File: config.mk
export PLATFORM = sky130hd
export DESIGN_NAME = encoder_balanced_dual_pwm_drive_core_flat
export DESIGN_NICKNAME = d
export VERILOG_FILES = /design/src/ebdpd_pkg.sv /design/src/ebdpd_channels.sv /design/src/ebdpd_step.sv /design/src/encoder_balanced_dual_pwm_drive_core.sv /design/src/flat_wrapper.sv
export SDC_FILE = /design/constraint.sdc
export NUM_CORES = 2
export LEC_CHECK = 0
export BUFFER_PORTS_ARGS = -buffer_cell sky130_fd_sc_hd__buf_2
export CELL_PAD_IN_SITES_DETAIL_PLACEMENT = 0
export CELL_PAD_IN_SITES_GLOBAL_PLACEMENT = 1
export CORE_AREA = 8 8 333 335
export DETAILED_ROUTE_END_ITERATION = 7
export DIE_AREA = 0 0 341 343
export PLACE_DENSITY = 0.69
export SYNTH_ARGS = -nofsm -noshare
export SYNTH_HDL_FRONTEND = slang
export SYNTH_SLANG_ARGS = --single-unit
File: constraint.sdc
create_clock -name clk -period 20.6 [get_ports clk]
set_input_delay 1.03 -clock clk [delete_from_list [all_inputs] [get_ports clk]]
set_output_delay 1.03 -clock clk [all_outputs]
set_load 0.1 [all_outputs]
File: src/ebdpd_pkg.sv
// shared types, constants and register indexes for the dual pwm drive block
// no dependencies; used by the channel interfaces, the step logic and the top level
package ebdpd_pkg;

    localparam int COUNT_BITS = 32;
    localparam int FIELD_BITS = 32;
    localparam int DUTY_BITS  = 7;
    localparam int STEP_BITS  = 6;
    localparam int TOL_BITS   = 8;
    localparam int BIAS_BITS  = 16;
    localparam int Q_FRAC     = 15;
    localparam int PROD_BITS  = COUNT_BITS + BIAS_BITS;
    localparam int CMP_BITS   = PROD_BITS + 1;
    localparam int CFG_BITS   = 8;
    localparam int IDX_BITS   = 2;

    localparam logic CMD_START = 1'b0;
    localparam logic CMD_TICK  = 1'b1;

    localparam logic [IDX_BITS-1:0] REG_PWM_PERIOD      = 2'd0;
    localparam logic [IDX_BITS-1:0] REG_DUTY_STEP       = 2'd1;
    localparam logic [IDX_BITS-1:0] REG_MATCH_TOLERANCE = 2'd2;

    localparam logic [DUTY_BITS-1:0] PERIOD_RESET    = 7'd100;
    localparam logic [STEP_BITS-1:0] DUTY_STEP_RESET = 6'd3;
    localparam logic [TOL_BITS-1:0]  TOLERANCE_RESET = 8'd0;

    typedef struct packed {
        logic                  command;
        logic [FIELD_BITS-1:0] left_count;
        logic [FIELD_BITS-1:0] right_count;
        logic [FIELD_BITS-1:0] target_count;
        logic [DUTY_BITS-1:0]  speed;
        logic [BIAS_BITS-1:0]  bias;
    } in_item_t;

    typedef struct packed {
        logic                 left_drive;
        logic                 right_drive;
        logic                 done_res;
        logic [DUTY_BITS-1:0] left_duty_now;
        logic [DUTY_BITS-1:0] right_duty_now;
    } out_item_t;

    typedef struct packed {
        logic [DUTY_BITS-1:0] pwm_period;
        logic [STEP_BITS-1:0] duty_step;
        logic [TOL_BITS-1:0]  match_tolerance;
    } cfg_t;

    typedef struct packed {
        logic [DUTY_BITS-1:0]  phase;
        logic [DUTY_BITS-1:0]  left_duty;
        logic [DUTY_BITS-1:0]  right_duty;
        logic [COUNT_BITS-1:0] left_origin;
        logic [COUNT_BITS-1:0] right_origin;
        logic [COUNT_BITS-1:0] goal;
        logic [BIAS_BITS-1:0]  bias_held;
        logic                  active;
    } drive_state_t;

endpackage

File: src/ebdpd_channels.sv
// valid/ready channel interfaces for command items and result items
// depends on ebdpd_pkg for the payload structs
interface ebdpd_in_if;
    import ebdpd_pkg::*;

    logic     valid;
    logic     ready;
    in_item_t data;

    modport source (output valid, output data, input ready);
    modport sink (input valid, input data, output ready);
endinterface

interface ebdpd_out_if;
    import ebdpd_pkg::*;

    logic      valid;
    logic      ready;
    out_item_t data;

    modport source (output valid, output data, input ready);
    modport sink (input valid, input data, output ready);
endinterface

File: src/ebdpd_step.sv
// one command item against the drive state: pwm phase, travel balance, duty shift
// depends on ebdpd_pkg; pure combinational, registered by the top level
module ebdpd_step
    import ebdpd_pkg::*;
(
    input  in_item_t     item,
    input  cfg_t         cfg,
    input  drive_state_t state,
    output drive_state_t state_next,
    output out_item_t    res
);

    logic [DUTY_BITS:0]    phase_inc;
    logic [DUTY_BITS-1:0]  phase_new;
    logic [COUNT_BITS-1:0] left_travel;
    logic [COUNT_BITS-1:0] right_travel;
    logic [PROD_BITS-1:0]  right_scaled;
    logic [CMP_BITS-1:0]   lhs;
    logic [CMP_BITS-1:0]   rhs;
    logic [CMP_BITS-1:0]   tol;
    logic [DUTY_BITS:0]    period_w;
    logic [DUTY_BITS:0]    step_w;
    logic [DUTY_BITS-1:0]  ld_a;
    logic [DUTY_BITS-1:0]  rd_a;
    logic [DUTY_BITS-1:0]  ld_b;
    logic [DUTY_BITS-1:0]  rd_b;
    logic                  ldrv;
    logic                  rdrv;

    always_comb
    begin
        phase_inc = {1'b0, state.phase} + {{DUTY_BITS{1'b0}}, 1'b1};
        period_w  = {1'b0, cfg.pwm_period};
        step_w    = {{(DUTY_BITS + 1 - STEP_BITS){1'b0}}, cfg.duty_step};
        phase_new = (phase_inc >= period_w) ? '0 : phase_inc[DUTY_BITS-1:0];
        ldrv      = phase_new < state.left_duty;
        rdrv      = phase_new < state.right_duty;

        left_travel  = item.left_count[COUNT_BITS-1:0] - state.left_origin;
        right_travel = item.right_count[COUNT_BITS-1:0] - state.right_origin;
        right_scaled = PROD_BITS'(right_travel) * PROD_BITS'(state.bias_held);

        lhs = CMP_BITS'({left_travel, {Q_FRAC{1'b0}}});
        rhs = CMP_BITS'(right_scaled);
        tol = CMP_BITS'({cfg.match_tolerance, {Q_FRAC{1'b0}}});

        // left leads: move duty from left to right
        ld_a = state.left_duty;
        rd_a = state.right_duty;
        if ((rhs + tol < lhs) && ({1'b0, rd_a} + step_w <= period_w)
            && ({1'b0, ld_a} >= step_w))
        begin
            rd_a = rd_a + step_w[DUTY_BITS-1:0];
            ld_a = ld_a - step_w[DUTY_BITS-1:0];
        end

        // right leads: move duty from right to left
        ld_b = ld_a;
        rd_b = rd_a;
        if ((lhs + tol < rhs) && ({1'b0, ld_b} + step_w <= period_w)
            && ({1'b0, rd_b} >= step_w))
        begin
            ld_b = ld_b + step_w[DUTY_BITS-1:0];
            rd_b = rd_b - step_w[DUTY_BITS-1:0];
        end

        state_next = state;
        res        = '0;

        if (item.command == CMD_START)
        begin
            state_next.left_origin  = item.left_count[COUNT_BITS-1:0];
            state_next.right_origin = item.right_count[COUNT_BITS-1:0];
            state_next.goal         = item.target_count[COUNT_BITS-1:0];
            state_next.left_duty    = item.speed;
            state_next.right_duty   = item.speed;
            state_next.bias_held    = item.bias;
            state_next.phase        = '0;
            state_next.active       = 1'b1;
        end
        else if (!state.active)
        begin
            res.done_res = 1'b1;
        end
        else
        begin
            state_next.phase      = phase_new;
            state_next.left_duty  = ld_b;
            state_next.right_duty = rd_b;
            res.left_drive        = ldrv;
            res.right_drive       = rdrv;
            if (left_travel >= state.goal)
            begin
                res.left_drive    = 1'b0;
                res.right_drive   = 1'b0;
                res.done_res      = 1'b1;
                state_next.active = 1'b0;
            end
        end

        res.left_duty_now  = state_next.left_duty;
        res.right_duty_now = state_next.right_duty;
    end

endmodule

File: src/encoder_balanced_dual_pwm_drive_core.sv
// encoder-balanced dual pwm drive: input register, step logic, result register
// path: an accepted item is held in the input register, and its result in the result register
// throughput: one item per cycle while the sink takes results, the step logic finishes an item in a single pass
// stalls: a result held by the sink holds its item and the input behind it
// reset: drive idle, duties and phase zero, period 100, duty step 3, tolerance 0
// depends on ebdpd_pkg, ebdpd_channels and ebdpd_step
module encoder_balanced_dual_pwm_drive_core
    import ebdpd_pkg::*;
(
    input  logic                clk,
    input  logic                rst_n,
    ebdpd_in_if.sink            request,
    ebdpd_out_if.source         result,
    input  logic                cfg_we,
    input  logic [IDX_BITS-1:0] cfg_index,
    input  logic [CFG_BITS-1:0] cfg_data
);

    logic         in_valid_reg;
    in_item_t     in_item_reg;
    logic         out_valid_reg;
    out_item_t    out_item_reg;
    drive_state_t state_reg;
    drive_state_t state_next;
    cfg_t         cfg_reg;
    out_item_t    step_res;
    logic         fire;
    logic [DUTY_BITS:0] duty_sum;

    assign fire          = in_valid_reg && (!out_valid_reg || result.ready);
    assign request.ready = !in_valid_reg || fire;
    assign result.valid  = out_valid_reg;
    assign result.data   = out_item_reg;
    assign duty_sum      = {1'b0, state_reg.left_duty} + {1'b0, state_reg.right_duty};

    ebdpd_step u_step
    (
        .item       (in_item_reg),
        .cfg        (cfg_reg),
        .state      (state_reg),
        .state_next (state_next),
        .res        (step_res)
    );

    always_ff @(posedge clk or negedge rst_n)
    begin
        if (!rst_n)
        begin
            in_valid_reg  <= 1'b0;
            out_valid_reg <= 1'b0;
            state_reg     <= '0;
        end
        else
        begin
            if (request.ready)
            begin
                in_valid_reg <= request.valid;
            end
            if (fire)
            begin
                out_valid_reg <= 1'b1;
                state_reg     <= state_next;
            end
            else if (result.ready)
            begin
                out_valid_reg <= 1'b0;
            end
        end
    end

    always_ff @(posedge clk)
    begin
        if (request.ready && request.valid)
        begin
            in_item_reg <= request.data;
        end
        if (fire)
        begin
            out_item_reg <= step_res;
        end
    end

    always_ff @(posedge clk or negedge rst_n)
    begin
        if (!rst_n)
        begin
            cfg_reg.pwm_period      <= PERIOD_RESET;
            cfg_reg.duty_step       <= DUTY_STEP_RESET;
            cfg_reg.match_tolerance <= TOLERANCE_RESET;
        end
        else if (cfg_we)
        begin
            case (cfg_index)
                REG_PWM_PERIOD:      cfg_reg.pwm_period      <= cfg_data[DUTY_BITS-1:0];
                REG_DUTY_STEP:       cfg_reg.duty_step       <= cfg_data[STEP_BITS-1:0];
                REG_MATCH_TOLERANCE: cfg_reg.match_tolerance <= cfg_data[TOL_BITS-1:0];
                default:             cfg_reg                 <= cfg_reg;
            endcase
        end
    end

`ifndef SYNTHESIS
    // a tick only moves duty between the motors, never changes the total
    assert property (@(posedge clk) disable iff (!rst_n)
        (fire && in_item_reg.command == CMD_TICK) |=> (duty_sum == $past(duty_sum)))
        else $error("duty total changed on a tick");

    // a done result leaves the drive idle
    assert property (@(posedge clk) disable iff (!rst_n)
        (fire && step_res.done_res) |=> !state_reg.active)
        else $error("drive still active after done");

    // both drives are off whenever done is shown
    assert property (@(posedge clk) disable iff (!rst_n)
        (out_valid_reg && out_item_reg.done_res)
            |-> (!out_item_reg.left_drive && !out_item_reg.right_drive))
        else $error("drive on with done");

    // a start item always leaves the drive active
    assert property (@(posedge clk) disable iff (!rst_n)
        (fire && in_item_reg.command == CMD_START) |=> state_reg.active)
        else $error("start did not activate drive");
`endif

endmodule
File: src/flat_wrapper.sv
// flat-port wrapper written by rule: the top's interface ports become plain ports
module encoder_balanced_dual_pwm_drive_core_flat import ebdpd_pkg::*;
  (clk, rst_n, cfg_we, cfg_index, cfg_data, request_valid, request_data, request_ready, result_valid, result_data, result_ready);
  ebdpd_in_if request_i ();
  ebdpd_out_if result_i ();
  input  logic clk;
  input  logic rst_n;
  input  logic cfg_we;
  input  logic [IDX_BITS-1:0] cfg_index;
  input  logic [CFG_BITS-1:0] cfg_data;
  input wire logic [$bits(request_i.valid)-1:0] request_valid;
  input wire logic [$bits(request_i.data)-1:0] request_data;
  output wire logic [$bits(request_i.ready)-1:0] request_ready;
  output wire logic [$bits(result_i.valid)-1:0] result_valid;
  output wire logic [$bits(result_i.data)-1:0] result_data;
  input wire logic [$bits(result_i.ready)-1:0] result_ready;
  assign request_i.valid = request_valid;
  assign request_i.data = request_data;
  assign request_ready = request_i.ready;
  assign result_valid = result_i.valid;
  assign result_data = result_i.data;
  assign result_i.ready = result_ready;
  encoder_balanced_dual_pwm_drive_core u_core (.clk(clk), .rst_n(rst_n), .request(request_i), .result(result_i), .cfg_we(cfg_we), .cfg_index(cfg_index), .cfg_data(cfg_data));
endmodule
; ---- Word-level counts from Yosys, hierarchy flattened
; Cells that the tools add are included.
[totals]
latch_bits = 0
memories = 0
ram_bits = 0
wordCells = 83
input_bits = 135
mem_bits_ro = 0
reg_bits = 294
output_inout_bits = 19
[op_classes]
shifts = 0
div = 0
multipliers = 1
n_eq_ne = 3
bitwise = 2
muxes = 14
reduce_logical = 18
order_cmp = 10
addsub = 11
[op_table]
columns = cell, count
row1 = $sub 32x32->32, 2
row2 = $add 48x23->49, 1
row3 = $lt 49x47->1, 1
row4 = $add 47x23->48, 1
row5 = $lt 48x48->1, 1
row6 = $mul 32x16->48, 1
row7 = $mux 21, 2
row8 = $mux 7, 5
row9 = $ge 32x32->1, 1
row10 = $add 7x6->8, 2
row11 = $le 8x7->1, 2
row12 = $add 7x6->7, 2
row13 = $ge 7x6->1, 2
row14 = $lt 7x7->1, 2
row15 = $sub 7x6->7, 2
row16 = $reduce_and 2->1, 5
row17 = $add 7x1->8 const B, 1
row18 = $ge 8x7->1, 1
row19 = $mux 1, 7
row20 = $logic_and 1x1->1, 6
row21 = $reduce_or 3->1, 1
row22 = $eq 2x1->1 const B, 1
row23 = $eq 2x2->1 const B, 1
row24 = $logic_not 1->1, 2
row25 = 5 further kinds, 7

; ---- Longest topological paths before layout
[depth]
depth_word = 14
mapped_depth = 79
mapped_depth_nobuf = 74

; ---- By module
; Synthesis repeated with hierarchy kept, for this count alone.
[unflattened]
hier_cells = 3993
area_unflattened_um2 = 38214.2
[modules_own_cells]
columns = module, cells_per_inst, seq_area_each_um2, instances, area_each_um2
row1 = ebdpd_step, 3520, 0.0, 1, 28003.1
row2 = encoder_balanced_dual_pwm_drive_core, 473, 8049.0, 1, 10211.0

; ---- Worst setup path before layout
; OpenSTA, ideal clock, no wires.
[synth_timing]
path_type = reg2reg
startpoint = reg u_core.state_reg[49] (netlist bit)
endpoint = reg u_core.state_reg[126] (netlist bit)
period_less_slack_ns = 15.588
required_time_ns = 20.473
n_path_buf = 5
arrival_ns = 15.461
setup_ns = 0.127
stages_incl_launch_ff = 76
setup_slack_ns = 5.012
cell_sequence = dfrtp_1 -> ha_1 -> fa_1 -> nor2b_1 -> o21ai_0 -> a21boi_0 -> o21ai_0 -> a21boi_0 -> o21ai_0 -> a21boi_0 -> o21a_1 -> o21ai_0 -> nor2b_1 -> xnor2_1 -> clkbuf_1 -> nand2_1 -> fa_1 -> fa_1 -> [... 40 more ...] -> mux2i_1 -> ha_1 -> fa_1 -> ha_1 -> nor2b_1 -> o21ai_0 -> nand2b_1 -> a21oi_1 -> nor2b_1 -> o21ai_0 -> nand2b_1 -> a21oi_1 -> o21ai_0 -> a211o_1 -> a211o_1 -> or4_1 -> and3_1 -> a311o_1
[synth_between]
elab_chain_len = 14
word_cells_on_any_way = 18
classes_between = add/sub (4) / mul (1) / order compare (4) / mux (5) / reduce/logical (4)
[synth_lines]
columns = item, line
row1 = start: declaration, encoder_balanced_dual_pwm_drive_core.sv:23  ; drive_state_t state_reg;
row2 = start signal: assignment, encoder_balanced_dual_pwm_drive_core.sv:62  ; state_reg <= state_next;
row3 = $sub 32x32->32 (*), ebdpd_step.sv:40  ; right_travel = item.right_count[COUNT_BITS-1:0] - state.right_origin;
row4 = $mul 32x16->48 (*), ebdpd_step.sv:41  ; right_scaled = PROD_BITS'(right_travel) * PROD_BITS'(state.bias_held);
row5 = $add 48x23->49, ebdpd_step.sv:50  ; if ((rhs + tol < lhs) && ({1'b0, rd_a} + step_w <= period_w)
row6 = $lt 49x47->1, ebdpd_step.sv:50
row7 = $logic_and 1x1->1, ebdpd_step.sv:50
row8 = $logic_and 1x1->1, ebdpd_step.sv:51  ; && ({1'b0, ld_a} >= step_w))
row9 = $mux 7, ebdpd_step.sv:50
row10 = $add 7x6->8, ebdpd_step.sv:60  ; if ((lhs + tol < rhs) && ({1'b0, ld_b} + step_w <= period_w)
row11 = $le 8x7->1, ebdpd_step.sv:60
row12 = $logic_and 1x1->1, ebdpd_step.sv:60
row13 = $logic_and 1x1->1, ebdpd_step.sv:61  ; && ({1'b0, rd_b} >= step_w))
row14 = $mux 7 (*), ebdpd_step.sv:60
row15 = $mux 21 (*), ebdpd_step.sv:81  ; else if (!state.active)
row16 = $mux 21 (*), ebdpd_step.sv:70  ; if (item.command == CMD_START)
; Mark *: on every way between the ends. The rest lies on a longest branch, timed or not. The select of a mux whose other input is x is not followed.
; A chain may end at the register's enable or synchronous reset.

==> metrics.txt <==
largest net degree at the start of global routing 82; Max-Cap Viols 0; CP Launch Point u_core.in_item_reg[56]; CP max FO 24; Synth Area per Inst 9.129 µm²; mux contribution to synthesized area 0.9855%; final count of pins violating max slew 0; Post-synth ARST share 53.40%; Seq cells post-synth 294; CTS Hold Bufs 0; routed vias/inst 4.860; total wire length 92.88 mm; worst setup path end u_core.result.data[12]; CP Class reg -> reg; fin nets 4922; min cycle time layout 17.80 ns; fmax 56.19 MHz; Iter 0 DRT Violations 1393; Unique masters post-synth 83; most common cell in the netlist inv_1; Detailed Place HPWL 74.99 mm; adder-cell area share of the yosys netlist 36.38%; Resized Gates After CTS 0; max incr delay on CP 0.80 ns; Post-CTS Setup Inserts 0; Fin. Hold Viols 0; Total GRT Usage 16.37%; Die Ht 343 µm; Post-Syn Nets 4807; clk sink count 294; number of I/O port buffers 153; Reg area 8049 µm²; area of the multi-input gates 24560 µm²; Die Area 117000 µm²; Synth top cells by count 671 x inv_1, 560 x nand2_1, 426 x fa_1, 352 x ha_1, 219 x o21ai_0; Tightest Pin Transition 1.073 ns; DR WL/cell 17.07 µm; RR Endpoint u_core.result.data[12]; Post-Route Setup TNS 0 ns; Seq/Total Area, Yosys 22.64%; Yosys top cell by area fa_1; # diodes 0; Num CTS Buffers 36; nature of the critical path endpoint flip-flop; GR Overflow Total 0; CTS tree built; Crit path required time 20.95 ns; clock buffer depth 3; htree depth 2; status finished clean; FILL cells 10780; Via Count 26440; post-synthesis xor/xnor area fraction 4.333%; clk_lat worst skew 0.62 ns; antenna-violating nets left 0; IO Count 154; Syn. warnings 0; Worst path slowest cell xnor2_2; layout cells sized above 1 8.273%; CP dominant cell by count fa_1; number of synthesized flops with an enable pin 137; unrepaired setup endpoints after global routing false; relative slew slack 26.61%; Synth Area in Simple Gates 15.41%; final setup vio count 0; largest family of logic cells by synthesized area adder cells; largest cells by area after synthesis fa_1 24%, ha_1 12%, edfxtp_1 12%, dfrtp_1 11%, inv_1 7.1%; first-pass GRT wire length 155.2 mm; num rows 120; Synth-to-Final Area Change 10.65%; Initial Utilization 33.58%; FF-to-FF Start u_core.in_item_reg[56]; R2R setup slack 2.80 ns; Worst R2R Path Depth 62; Final period util 86.39%; crit start category flip-flop; Compound-Gate Fraction of Synth Area 11.66%; CTS root buf clkbuf_16; max reg flops 134; antenna violations before repair 1; Clock Skews 0.04481 ns; Hold Crit Class in -> async; area of the mapped netlist 35550 µm²; Die X 341 µm; First-pass DRT Iterations 5; critical path arrival 18.14 ns; core area 105900 µm²; Synth Flop Type dfrtp_1; # DRC 0; vias in the first global route 28080; CTS clk-pin slew, worst paths 0.06 ns; share of the synthesized area in the top cell type 23.99%; Syn Inst Count 3894; routability cong. 0.8666
[placed cells by master (no fill, tap or decap), types with 12 or more instances in the layout]
master,instances
inv_1,671
nand2_1,560
fa_1,426
ha_1,352
o21ai_0,219
and2_1,193
buf_2,152
dfrtp_1,152
a21oi_1,144
edfxtp_1,137
xnor2_1,107
nor2_1,105
a21o_1,91
buf_4,61
nor2b_1,60
xor2_1,53
nand2b_1,42
nand4_1,36
clkbuf_16,36
nand3_1,33
nor3_1,29
o21bai_1,28
a211oi_1,21
o21a_1,20
and3_1,17
a31oi_1,17
mux2i_1,17
mux2_2,16
xnor2_2,13
a21boi_0,12
o211ai_1,12
or3_1,12
[cell families after synthesis]
group | count (synthesis)
buffers and inverters | 810
AO/OA/AOI/OAI | 663
adder cells (fa/ha/maj) | 778
AND/OR/NAND/NOR | 1141
flip-flops | 294
multiplexers | 33
XOR/XNOR | 175
[per-layer routing]
metal,share of wire (%),global-route usage [%]
met1,46,22.22
met2,47,27.29
met3,4.4,2.280
met4,2.7,4.513
met5,0.013,0
[stage by stage]
step	instances	area (µm²)	hold WS [ns]	worst slack, ns	util [%]
floorplan	3894	35550	0.4146	5.012	-
global placement	5374	38120	0.4281	3.219	36.01
detailed placement	5374	38120	0.4235	2.939	36.01
CTS	5440	39340	0.4314	2.904	37.16
global route	5440	39340	0.4515	1.459	37.16
finish	5440	39340	0.4393	2.804	37.16
[worst max-delay path: cells and delay by family (launching register included)]
family	cells	cell delay, ns
muxes	2	0.57
and+or+nand+nor	13	3.71
AOI/OAI and AO/OA	26	6.17
xor gates and xnor gates	4	1.29
DFF	1	0.42
buffers and inverters	5	0.39
adders and majority gates	12	4.97
[worst min-delay path by stage]
stage                                from               endpoint  slack [ns]  cells past startpoint
CTS                                 rst_n  u_core.state_reg[130]        0.43                      1
global route        u_core.in_item_reg[0]    u_core.state_reg[1]        0.45                      2
global placement    u_core.in_item_reg[2]    u_core.state_reg[3]        0.43                      2
detailed placement  u_core.in_item_reg[0]    u_core.state_reg[1]        0.42                      2
floorplan           u_core.in_item_reg[9]   u_core.state_reg[10]        0.41                      2
finish                              rst_n  u_core.state_reg[130]        0.44                      1
[layout make-up]
type                    count  area share (%)
flip-flops and latches    294           20.46
clock inverters            20          0.5980
inverters                 673           6.422
clock buffers              46           2.487
repair buffers            214           3.127
multi-input cells        2790           62.44
well taps                1403           4.463
Power is left out: the tool's default activity adds up to more than one toggle a clock period on the data nets, which glitch-free logic cannot reach.
